[config.mk]
export PLATFORM = sky130hd
export DESIGN_NAME = free_list_object_allocator_top
export DESIGN_NICKNAME = d
export VERILOG_FILES = /design/src/rtl/fla_pkg.sv /design/src/rtl/fla_ctrl.sv /design/src/rtl/fla_datapath.sv /design/src/rtl/free_list_object_allocator_top.sv
export SDC_FILE = /design/constraint.sdc
export NUM_CORES = 2
export LEC_CHECK = 0
export BUFFER_PORTS_ARGS = -buffer_cell sky130_fd_sc_hd__buf_2
export CAP_MARGIN = 15
export CORE_MARGIN = 1
export CORE_UTILIZATION = 35
export DETAILED_ROUTE_END_ITERATION = 10
export GPL_TIMING_DRIVEN = 1
export HOLD_SLACK_MARGIN = 0.06
export SLEW_MARGIN = 25
export SYNTH_ARGS = -nofsm -noshare
export SYNTH_HDL_FRONTEND = slang
export SYNTH_SLANG_ARGS = --single-unit
[constraint.sdc]
create_clock -name i_clk -period 8.3 [get_ports i_clk]
set_clock_uncertainty 0.15 [all_clocks]
set_input_delay 1.66 -clock i_clk [delete_from_list [all_inputs] [get_ports i_clk]]
set_output_delay 1.66 -clock i_clk [all_outputs]
set_load 0.02 [all_outputs]
[src/rtl/fla_pkg.sv]
package fla_pkg;

    localparam int POOL_RESET = 256;

    typedef enum logic [1:0] {
        ST_OK    = 2'd0,
        ST_OOM   = 2'd1,
        ST_FULL  = 2'd2,
        ST_RANGE = 2'd3
    } t_status;

    typedef struct packed {
        logic latch;
        logic emit_single;
        logic issue_read;
        logic emit_grant;
    } t_dp_cmd;

    typedef struct packed {
        t_status code;
        logic    is_free;
        logic    more;
    } t_dp_stat;

endpackage

[src/rtl/fla_ctrl.sv]
module fla_ctrl
    import fla_pkg::*;
(
    input  logic     i_clk,
    input  logic     i_rst_n,
    input  logic     start,
    input  t_dp_stat i_stat,
    output logic     busy,
    output t_dp_cmd  o_cmd
);

    typedef enum logic [2:0] {
        S_IDLE  = 3'b001,
        S_CHECK = 3'b010,
        S_GRANT = 3'b100
    } t_state;

    t_state r_state;
    t_state n_state;

    assign busy = (r_state != S_IDLE);

    always_comb begin
        n_state = r_state;
        o_cmd   = '0;
        unique case (r_state)
            S_IDLE: begin
                if (start) begin
                    o_cmd.latch = 1'b1;
                    n_state     = S_CHECK;
                end
            end
            S_CHECK: begin
                if (i_stat.code != ST_OK || i_stat.is_free) begin
                    o_cmd.emit_single = 1'b1;
                    n_state           = S_IDLE;
                end else begin
                    o_cmd.issue_read = 1'b1;
                    n_state          = S_GRANT;
                end
            end
            S_GRANT: begin
                o_cmd.emit_grant = 1'b1;
                if (i_stat.more) begin
                    o_cmd.issue_read = 1'b1;
                end else begin
                    n_state = S_IDLE;
                end
            end
            default: begin
                n_state = S_IDLE;
            end
        endcase
    end

    always_ff @(posedge i_clk) begin
        if (!i_rst_n) begin
            r_state <= S_IDLE;
        end else begin
            r_state <= n_state;
        end
    end

endmodule

[src/rtl/fla_datapath.sv]
module fla_datapath
    import fla_pkg::*;
#(
    parameter int POOL_DEPTH = 256,
    parameter int MAX_RUN    = 16,
    parameter int IDX_W      = 8,
    parameter int CNT_W      = 9,
    parameter int RUN_W      = 5
) (
    input  logic             i_clk,
    input  logic             i_rst_n,
    input  logic             i_cfg_we,
    input  logic [CNT_W-1:0] i_cfg_wdata,
    input  logic             i_kind,
    input  logic [RUN_W-1:0] i_count,
    input  logic [IDX_W-1:0] i_slot_index,
    input  t_dp_cmd          i_cmd,
    output t_dp_stat         o_stat,
    output logic             o_valid,
    output logic [IDX_W-1:0] o_granted_slot,
    output logic             o_last,
    output logic [1:0]       o_status,
    output logic [CNT_W-1:0] o_free_slots,
    output logic [CNT_W-1:0] o_used_slots
);

    localparam int RST_POOL = (POOL_RESET > POOL_DEPTH) ? POOL_DEPTH : POOL_RESET;

    logic [IDX_W-1:0] r_ring [POOL_DEPTH];

    logic [CNT_W-1:0] r_pool_size;
    logic [IDX_W-1:0] r_head;
    logic [IDX_W-1:0] r_tail;
    logic [CNT_W-1:0] r_free;
    logic             r_wrapped;
    logic [RUN_W-1:0] r_remain;

    logic             r_kind;
    logic [RUN_W-1:0] r_count;
    logic [IDX_W-1:0] r_slot;

    logic [IDX_W-1:0] r_rdata;
    logic [IDX_W-1:0] r_rd_idx;
    logic             r_rd_fill;

    logic [CNT_W-1:0] cfg_clamped;
    logic [CNT_W-1:0] head_p1;
    logic [CNT_W-1:0] tail_p1;
    logic [IDX_W-1:0] head_nxt;
    logic [IDX_W-1:0] tail_nxt;
    logic             tail_wrap;
    t_status          code;
    logic             do_push;
    logic [CNT_W-1:0] single_free;

    always_comb begin
        if (i_cfg_wdata == '0) begin
            cfg_clamped = CNT_W'(1);
        end else if (i_cfg_wdata > CNT_W'(POOL_DEPTH)) begin
            cfg_clamped = CNT_W'(POOL_DEPTH);
        end else begin
            cfg_clamped = i_cfg_wdata;
        end
    end

    assign head_p1   = CNT_W'(r_head) + CNT_W'(1);
    assign tail_p1   = CNT_W'(r_tail) + CNT_W'(1);
    assign head_nxt  = (head_p1 >= r_pool_size) ? '0 : IDX_W'(head_p1);
    assign tail_wrap = (tail_p1 >= r_pool_size);
    assign tail_nxt  = tail_wrap ? '0 : IDX_W'(tail_p1);

    always_comb begin
        if (r_kind) begin
            if (r_free >= r_pool_size) begin
                code = ST_FULL;
            end else if (CNT_W'(r_slot) >= r_pool_size) begin
                code = ST_RANGE;
            end else begin
                code = ST_OK;
            end
        end else begin
            if (r_count == '0 || r_count > RUN_W'(MAX_RUN)) begin
                code = ST_RANGE;
            end else if (32'(r_free) < 32'(r_count)) begin
                code = ST_OOM;
            end else begin
                code = ST_OK;
            end
        end
    end

    assign o_stat.code    = code;
    assign o_stat.is_free = r_kind;
    assign o_stat.more    = (r_remain != '0);

    assign do_push     = i_cmd.emit_single && r_kind && (code == ST_OK);
    assign single_free = do_push ? (r_free + CNT_W'(1)) : r_free;

    always_ff @(posedge i_clk) begin
        if (!i_rst_n) begin
            r_pool_size <= CNT_W'(RST_POOL);
            r_head      <= '0;
            r_tail      <= '0;
            r_free      <= CNT_W'(RST_POOL);
            r_wrapped   <= 1'b0;
            r_remain    <= '0;
            o_valid     <= 1'b0;
        end else begin
            o_valid <= i_cmd.emit_single || i_cmd.emit_grant;
            if (i_cfg_we) begin
                r_pool_size <= cfg_clamped;
                r_head      <= '0;
                r_tail      <= '0;
                r_free      <= cfg_clamped;
                r_wrapped   <= 1'b0;
            end else begin
                if (i_cmd.latch) begin
                    r_remain <= i_count;
                end
                if (do_push) begin
                    r_tail    <= tail_nxt;
                    r_wrapped <= r_wrapped || tail_wrap;
                    r_free    <= r_free + CNT_W'(1);
                end
                if (i_cmd.issue_read) begin
                    r_head   <= head_nxt;
                    r_free   <= r_free - CNT_W'(1);
                    r_remain <= r_remain - RUN_W'(1);
                end
            end
        end
    end

    always_ff @(posedge i_clk) begin
        if (i_cmd.latch) begin
            r_kind  <= i_kind;
            r_count <= i_count;
            r_slot  <= i_slot_index;
        end
    end

    always_ff @(posedge i_clk) begin
        if (do_push && !i_cfg_we) begin
            r_ring[r_tail] <= r_slot;
        end
        if (i_cmd.issue_read) begin
            r_rdata   <= r_ring[r_head];
            r_rd_idx  <= r_head;
            r_rd_fill <= r_wrapped || (r_head < r_tail);
        end
    end

    always_ff @(posedge i_clk) begin
        if (i_cmd.emit_single) begin
            o_granted_slot <= '0;
            o_last         <= 1'b1;
            o_status       <= code;
            o_free_slots   <= single_free;
            o_used_slots   <= r_pool_size - single_free;
        end else if (i_cmd.emit_grant) begin
            o_granted_slot <= r_rd_fill ? r_rdata : r_rd_idx;
            o_last         <= (r_remain == '0);
            o_status       <= ST_OK;
            o_free_slots   <= r_free;
            o_used_slots   <= r_pool_size - r_free;
        end
    end

endmodule

[src/rtl/free_list_object_allocator_top.sv]
// Ring free-list slot allocator.
// Command channel: an allocate (i_kind 0, i_count slots) or free (i_kind 1,
// i_slot_index) transaction is taken at a clock edge with start high and busy low.
// Result channel: o_valid marks each result for exactly one cycle; the receiver
// cannot stall it. An allocate gives one result per granted slot with o_last on
// the final one; errors and frees give a single result with o_last set.
// Sequence: the command edge moves the controller to its check state. A free or
// a rejected request gets its result from there through the output register;
// an allocate issues its first ring memory read there, then a grant state emits
// the grants, one ring memory read per granted slot. busy falls in the cycle that
// shows the last result, so the next command can be taken there.
// Configuration: i_cfg_we with i_cfg_wdata sets the pool size (clamped to
// 1..POOL_DEPTH) and rebuilds the ring at once; write it only while idle.
// Reset sets the pool size to 256 (or POOL_DEPTH if smaller) with every slot
// free. Ring entries never written since the last rebuild read as their own
// index through the tail pointer and a wrap flag, so no clearing pass is needed.
module free_list_object_allocator_top
    import fla_pkg::*;
#(
    parameter int POOL_DEPTH = 256,
    parameter int MAX_RUN    = 16,
    localparam int IDX_W     = (POOL_DEPTH > 1) ? $clog2(POOL_DEPTH) : 1,
    localparam int CNT_W     = $clog2(POOL_DEPTH + 1),
    localparam int RUN_W     = $clog2(MAX_RUN + 1)
) (
    input  logic             i_clk,
    input  logic             i_rst_n,
    input  logic             i_cfg_we,
    input  logic [CNT_W-1:0] i_cfg_wdata,
    input  logic             start,
    output logic             busy,
    input  logic             i_kind,
    input  logic [RUN_W-1:0] i_count,
    input  logic [IDX_W-1:0] i_slot_index,
    output logic             o_valid,
    output logic [IDX_W-1:0] o_granted_slot,
    output logic             o_last,
    output logic [1:0]       o_status,
    output logic [CNT_W-1:0] o_free_slots,
    output logic [CNT_W-1:0] o_used_slots
);

    t_dp_cmd  dp_cmd;
    t_dp_stat dp_stat;

    fla_ctrl u_ctrl (
        .i_clk   (i_clk),
        .i_rst_n (i_rst_n),
        .start   (start),
        .i_stat  (dp_stat),
        .busy    (busy),
        .o_cmd   (dp_cmd)
    );

    fla_datapath #(
        .POOL_DEPTH (POOL_DEPTH),
        .MAX_RUN    (MAX_RUN),
        .IDX_W      (IDX_W),
        .CNT_W      (CNT_W),
        .RUN_W      (RUN_W)
    ) u_datapath (
        .i_clk          (i_clk),
        .i_rst_n        (i_rst_n),
        .i_cfg_we       (i_cfg_we),
        .i_cfg_wdata    (i_cfg_wdata),
        .i_kind         (i_kind),
        .i_count        (i_count),
        .i_slot_index   (i_slot_index),
        .i_cmd          (dp_cmd),
        .o_stat         (dp_stat),
        .o_valid        (o_valid),
        .o_granted_slot (o_granted_slot),
        .o_last         (o_last),
        .o_status       (o_status),
        .o_free_slots   (o_free_slots),
        .o_used_slots   (o_used_slots)
    );

endmodule

======== Word-level counts from Yosys, hierarchy flattened ========
Memory sizes are Yosys's and may differ from the RTL's. A register that Yosys moved wholly into a read port is not among the register bits.
Index checks and enable logic that the tools add are counted.
storage, ports and cells
  RAM bits ................................ 2048
  memories kept ........................... 1
  output and inout port bits .............. 31
  memory bits (read-only) ................. 0
  word-level logic and storage cells ...... 97
  bits of input ports ..................... 27
  bits in latches ......................... 0
  flip-flop bits (word level) ............. 96
cells by class
  multiply operators ...................... 0
  equality and inequality tests ........... 6
  shifts and indexed selects .............. 0
  bitwise logic cells ..................... 2
  magnitude comparators ................... 8
  div/mod/pow operators ................... 0
  $add $sub $neg .......................... 7
  multiplexer cells ....................... 35
  reduce and logical (&&, ||, !) cells .... 20
memory list
  name               words  width  read ports  clocked after Yosys merged registers in  write ports  line                source
  u_datapath.r_ring  256    8      1           1                                        1            fla_datapath.sv:29  logic [IDX_W-1:0] r_ring [POOL_DEPTH];
operator list
  operator                                              count
  2-to-1 mux 9 bit                                      9
  greater-or-equal comparator 9 bit                     3
  2-to-1 mux 8 bit                                      3
  adder 8 x 1 -> 9 bit, second input constant           2
  subtractor 9 bit                                      2
  2-to-1 mux 2 bit                                      6
  zero test 5 bit                                       2
  2-to-1 mux 1 bit                                      10
  2-to-1 mux 5 bit                                      2
  adder 9 x 1 -> 9 bit, second input constant           1
  greater-or-equal comparator 8 x 9 -> 1 bit            1
  greater-than comparator 9 bit, second input constant  1
  zero test 9 bit                                       1
  < comparator 9 x 5 -> 1 bit                           1
  2-to-1 mux 3 bit                                      3
  one-hot mux 3 bit (3 select lines)                    1
  subtractor 9 x 1 -> 9 bit, second input constant      1
  < comparator 8 bit                                    1
  nonzero test 2 bit                                    3
  greater-than comparator 5 bit, second input constant  1
  logical OR 1 bit                                      5
  nonzero test 5 bit                                    1
  subtractor 5 x 1 -> 5 bit, second input constant      1
  inequality test 2 bit, second input constant          2
  other kinds (11)                                      15

======== Longest topological paths before layout ========
  depth after elaboration ................. 13
  mapped depth ............................ 21
  mapped depth without buffers ............ 18

======== Hierarchy ========
From an unflattened synthesis, not the netlist that was laid out.
second synthesis, totals
  cells, all modules ...................... 4187
  area total of the unflattened synthesis .. 85465.7 um^2
modules (own cells, without submodules)
  module        cells an instance  area an instance (um^2)  instances  sequential area each (um^2)
  fla_datapath  4167               85293.1                  1          64031.4
  fla_ctrl      20                 172.7                    1          60.1

======== Worst setup path after synthesis ========
Ideal clock, no wire load.
  path kind ............................... register -> register
  from .................................... register u_datapath.r_slot[6]
  to ...................................... register u_datapath.o_used_slots[8], data pin
  setup time .............................. 0.276 ns
  path slack .............................. 1.122 ns
  data required time ...................... 7.874 ns
  cell stages (with the launch flop) ...... 20
  path buffers ............................ 2
  arrival ................................. 6.752 ns
  cell sequence ........................... edfxtp_1 -> ha_1 -> a211oi_1 -> o32ai_1 -> a21oi_1 -> o211a_1 -> and2_1 -> buf_2 -> buf_2 -> nand2_1 -> xnor2_1 -> inv_1 -> ha_1 -> nor2b_1 -> o21ai_0 -> a21oi_1 -> o41ai_1 -> xnor2_1 -> xnor2_1 -> mux2i_1
on the way
  cells in the longest elaborated chain, start to end .. 13
ends and longest elaborated chain
  element                                       line                 source
  from (decl)                                   fla_datapath.sv:40   logic [IDX_W-1:0] r_slot;
  from (signal assigned)                        fla_datapath.sv:138  r_slot <= i_slot_index;
  greater-or-equal comparator 8 x 9 -> 1 bit *  fla_datapath.sv:76   end else if (CNT_W'(r_slot) >= r_pool_size) begin
  2-to-1 mux 2 bit *                            fla_datapath.sv:76
  2-to-1 mux 2 bit *                            fla_datapath.sv:74   if (r_free >= r_pool_size) begin
  2-to-1 mux 2 bit *                            fla_datapath.sv:73   if (r_kind) begin
  nonzero test 2 bit                            fla_ctrl.sv:34       if (i_stat.code != ST_OK || i_stat.is_free) begin
  logical OR 1 bit                              fla_ctrl.sv:34
  2-to-1 mux 1 bit                              fla_ctrl.sv:34
  2-to-1 mux 1 bit                              fla_ctrl.sv:26       unique case (r_state)
  logical AND 1 bit (2 in series)               fla_datapath.sv:96   assign do_push = i_cmd.emit_single && r_kind && (code == ST_OK);
  2-to-1 mux 9 bit                              fla_datapath.sv:97   assign single_free = do_push ? (r_free + CNT_W'(1)) : r_free;
  subtractor 9 bit                              fla_datapath.sv:159  o_used_slots <= r_pool_size - single_free;
  2-to-1 mux 9 bit *                            fla_datapath.sv:154  if (i_cmd.emit_single) begin
  to (signal assigned)                          fla_datapath.sv:159
  to (signal assigned)                          fla_datapath.sv:165  o_used_slots <= r_pool_size - r_free;
  to (decl)                                     fla_datapath.sv:24   output logic [CNT_W-1:0] o_used_slots
Every way passes the cells marked *; elsewhere a longest branch is shown, timed or not.
A chain may end at the register's enable or synchronous reset.

======== Worst setup path after layout ========
  from .................................... register u_datapath.r_slot[0]
  to ...................................... memory u_datapath.r_ring[120][7], enable pin
on the way
  cells in the longest elaborated chain, start to end .. 13
ends and longest elaborated chain
  element                                       line                 source
  greater-or-equal comparator 8 x 9 -> 1 bit *  fla_datapath.sv:76
  2-to-1 mux 2 bit *                            fla_datapath.sv:76
  2-to-1 mux 2 bit *                            fla_datapath.sv:74
  2-to-1 mux 2 bit *                            fla_datapath.sv:73
  nonzero test 2 bit                            fla_ctrl.sv:34
  logical OR 1 bit                              fla_ctrl.sv:34
  2-to-1 mux 1 bit                              fla_ctrl.sv:34
  2-to-1 mux 1 bit                              fla_ctrl.sv:26
  logical AND 1 bit                             fla_datapath.sv:96
  logical AND 1 bit *                           fla_datapath.sv:96
  logical AND 1 bit *                           fla_datapath.sv:143  if (do_push && !i_cfg_we) begin
  2-to-1 mux 1 bit *                            fla_datapath.sv:143
  2-to-1 mux 1 bit (not written as such) *      fla_datapath.sv:144  r_ring[r_tail] <= r_slot;
  to (decl)                                     fla_datapath.sv:29
Marked as above.

==> results.py <==
metrics = {
    "clock_tree": {
        "tritoncts": "yes",
        "root_buffer": "clkbuf_16",
        "post-cts-setup-buffers": 0,
        "clk_pin_slew_ns": 0.07,
        "insertion_delay_ns": 0.85,
        "clock_sinks": 2152,
        "htree_levels": 4,
        "cts_buffers": 210,
        "clock_path_buffers": 3,
        "cts_resized": 0,
        "postCtsHoldBufs": 0,
    },
    "global_route": {
        "track_usage_pct": 18.4,
        "overflow": 0,
        "antenna_found_initial": 9,
        "grt_pass1_vias": 43800,
        "grt_max_degree": 182,
        "grt_pass1_wl_mm": 331,
    },
    "synth": {
        "yosys.area.top_type": "edfxtp_1",
        "yosys.area_share.simple_pct": 3.35,
        "synth_top_family_by_area": "multiplexers",
        "synth-seq-cells": 2152,
        "synth.area.mux_share_pct": 14.1,
        "ys.flop_type": "edfxtp_1",
        "yosysSeqAreaShare_pct": 74.5,
        "synth-xor-area-share_pct": 0.550,
        "synthCells": 4393,
        "synth_compound_area_share_pct": 4.23,
        "ys_types": 85,
        "postSynth.asyncResetShare_pct": 0,
        "synth.avg_cell_area_um2": 19.6,
        "synth_area_mm2": 0.0860,
        "synthAdderAreaFrac_pct": 0.949,
        "synthesis.nets": 4484,
        "synth_top_area_share_pct": 73.3,
        "ys_warn_count": 0,
        "synthTopCellsByArea": "edfxtp_1 73%, mux4_2 11%, mux2i_1 2.3%, nor2_1 1.6%, dfxtp_1 1.2%",
        "synth_edf_count": 2099,
    },
    "critical_path": {
        "critPathMaxStageDelay_ns": 0.84,
        "cp_cell_sequence": "buf_12 -> inv_1 -> ha_1 -> nor2b_1 -> o21ai_0 -> a21oi_1 -> o211a_1 -> and2_1 -> buf_4 -> and3_1 -> nand3_1 -> nor2_1",
        "worst_ep_required_time_ns": 8.61,
        "ff2ff_path_depth": 12,
        "rrSetupSlack_ns": 2.67,
        "worst_r2r_startpoint": "u_datapath.r_slot[0]",
        "cpMaxStageDelayCell": "nor2_1",
        "critPathArrivalTime_ns": 5.94,
        "reg2reg_to": "u_datapath.r_ring[120][7]",
        "worstPathMaxFanout": 174,
        "critPathLaunchType": "flop",
        "path_class": "reg2reg",
        "crit_path_end_kind": "flop",
    },
    "layout": {
        "fill_cells": 21500,
        "area_delta_synth_final_pct": 12.5,
        "final_cell_mix": "2099 x edfxtp_1, 418 x mux4_2, 359 x nor2_1, 213 x clkbuf_16, 200 x mux2i_1",
        "fin_nets": 4610,
        "insertedDiodeCount": 0,
        "final_common_cell": "edfxtp_1",
        "drive_above_1_share_pct": 20.4,
    },
    "min_path": {
        "min_from": "u_datapath.r_remain[4]",
        "whs_path_depth": 2,
        "hold_end": "u_datapath.r_remain[4]",
        "hp-class": "reg2reg",
    },
    "routing": {
        "routed_wl_mm": 231,
        "via_count": 44300,
        "drc": 0,
        "viasPerCell": 5.61,
        "wl_per_cell_um": 29.3,
        "ant_nets": 0,
        "dr.pass1.iters": 6,
        "drt_iter0_drc": 5086,
    },
    "placement": {
        "post-place-ws_ns": 2.76,
        "gp_congestion": 0.863,
        "port_buffers": 57,
        "dp_hpwl_mm": 136,
    },
    "timing": {
        "hold_violations": 0,
        "worst_pin_slew_ns": 1.07,
        "max_freq_mhz": 178,
        "slew_viol_final": 0,
        "rsz0062_at_grt": "no",
        "period_share_pct": 67.8,
        "fin_crit_ns": 5.63,
        "setup_tns_ns": 0,
        "max_slew_margin_pct": 28.0,
        "setup_slack_ns": 2.67,
        "setup_viol": 0,
    },
    "run_status": {
        "status": "finished, final reports clean",
    },
    "pwr": {
        "power_uw": 22200,
        "ir_drop_mv": 0.207,
        "cellPowerDensity_mw_per_mm2": 230,
        "power.leakage_uw": 0.0290,
    },
    "job": {
        "maxCapViolCount": 0,
    },
    "die": {
        "die_w_um": 498,
        "start_util_pct": 35.3,
        "die-area_mm2": 0.248,
        "row_count": 181,
        "die_h_um": 498,
        "core_area_mm2": 0.244,
        "pin_count": 58,
    },
}
[kinds of logic after synthesis]
kind of cell | after synthesis
compound gates | 509
simple gates | 660
flops | 2152
buf+inv | 298
fa+ha+maj | 64
xor+xnor | 54
mux | 656
[state kept, by name, indices dropped and copies added (netlist names), 9 cells and up]
name	cells
u_datapath.o_free_slots	9
u_datapath.r_pool_size	9
u_datapath.r_ring	2048
u_datapath.r_free	9
u_datapath.o_used_slots	9
[stage by stage]
stage | utilization, % | instance area [um^2] | hold slack [ns] | cells
2_1_floorplan | - | 86000 | 0.279 | 4393
3_3_place_gp | 36.8 | 89600 | 0.292 | 7508
3_5_place_dp | 36.8 | 89600 | 0.314 | 7509
4_1_cts | 39.7 | 96700 | 0.323 | 7902
5_1_grt | 39.7 | 96700 | 0.346 | 7902
6_report | 39.7 | 96700 | 0.319 | 7902
[final cells by class]
class	instances	area [um^2]	area share, %
multi-input cells	1943	20100	20.7
repair buffers	163	1260	1.31
clock buffers	260	5540	5.72
clock inverters	133	1560	1.62
inverters	49	186	0.193
well taps	3202	4010	4.14
flip-flops and latches	2152	64100	66.3
[worst max-delay path: cells and delay by family (launching register included)]
| family | cells | cell delay [ns] |
|---|---|---|
| adder cells (fa/ha/maj) | 1 | 0.32 |
| AO/OA/AOI/OAI | 3 | 0.65 |
| AND/OR/NAND/NOR | 5 | 2.67 |
| buffers and inverters | 3 | 0.97 |
| flip-flops | 1 | 0.37 |
[synthesized netlist by cell type (8+ instances only)]
master,count
a2111oi_0,9
o21a_1,9
o221ai_1,11
edfxtp_1,2099
nand4_1,11
a22oi_1,45
buf_8,11
buf_6,39
a211oi_1,31
clkbuf_1,86
mux4_1,19
nand3_1,34
o22ai_1,13
nor4_1,13
mux2i_1,200
a221o_1,21
ha_1,62
o21ai_0,94
nor2_1,364
a21o_1,9
o21ai_1,8
xnor2_1,49
buf_2,69
nor3_1,40
nor2b_1,30
nand2_1,114
a31oi_1,9
nand2b_1,16
a221oi_1,66
dfxtp_1,53
buf_4,18
mux2_2,19
inv_1,47
buf_12,16
a22o_1,35
and3_1,10
mux4_2,418
a21oi_1,91
[worst max-delay path by stage]
| stage | startpoint | to | slack [ns] | cells after the start |
|---|---|---|---|---|
| 2_1_floorplan | u_datapath.r_slot[6] | u_datapath.o_used_slots[8] | 1.12 | 19 |
| 3_3_place_gp | u_datapath.r_slot[0] | u_datapath.r_ring[117][1] | 2.72 | 12 |
| 3_5_place_dp | u_datapath.r_slot[0] | u_datapath.r_ring[119][5] | 2.76 | 12 |
| 4_1_cts | u_datapath.r_slot[0] | u_datapath.r_ring[123][4] | 2.73 | 12 |
| 5_1_grt | u_datapath.r_slot[0] | u_datapath.r_ring[59][5] | 2.37 | 12 |
| 6_report | u_datapath.r_slot[0] | u_datapath.r_ring[120][7] | 2.67 | 12 |
[where the power goes]
group	internal, uW	switching (uW)	total (uW)	leakage (uW)
clock network	5660	4150	9810	0.00344
logic	90.4	340	430	0.00621
registers	12000	13.9	12000	0.0193
[routing by layer]
| layer | share of wire [%] | routed length [um] | up-vias | GRT usage, % |
|---|---|---|---|---|
| met5 | 0.0048 | 11 | - | 0 |
| met4 | 2.9 | 6810 | 2 | 5.50 |
| met3 | 9.2 | 21300 | 367 | 3.89 |
| met1 | 42 | 96100 | 23400 | 26.0 |
| li1 | - | - | 18300 | - |
| met2 | 46 | 107000 | 2233 | 28.6 |
No activity file was read; power rests on OpenSTA's default activity.
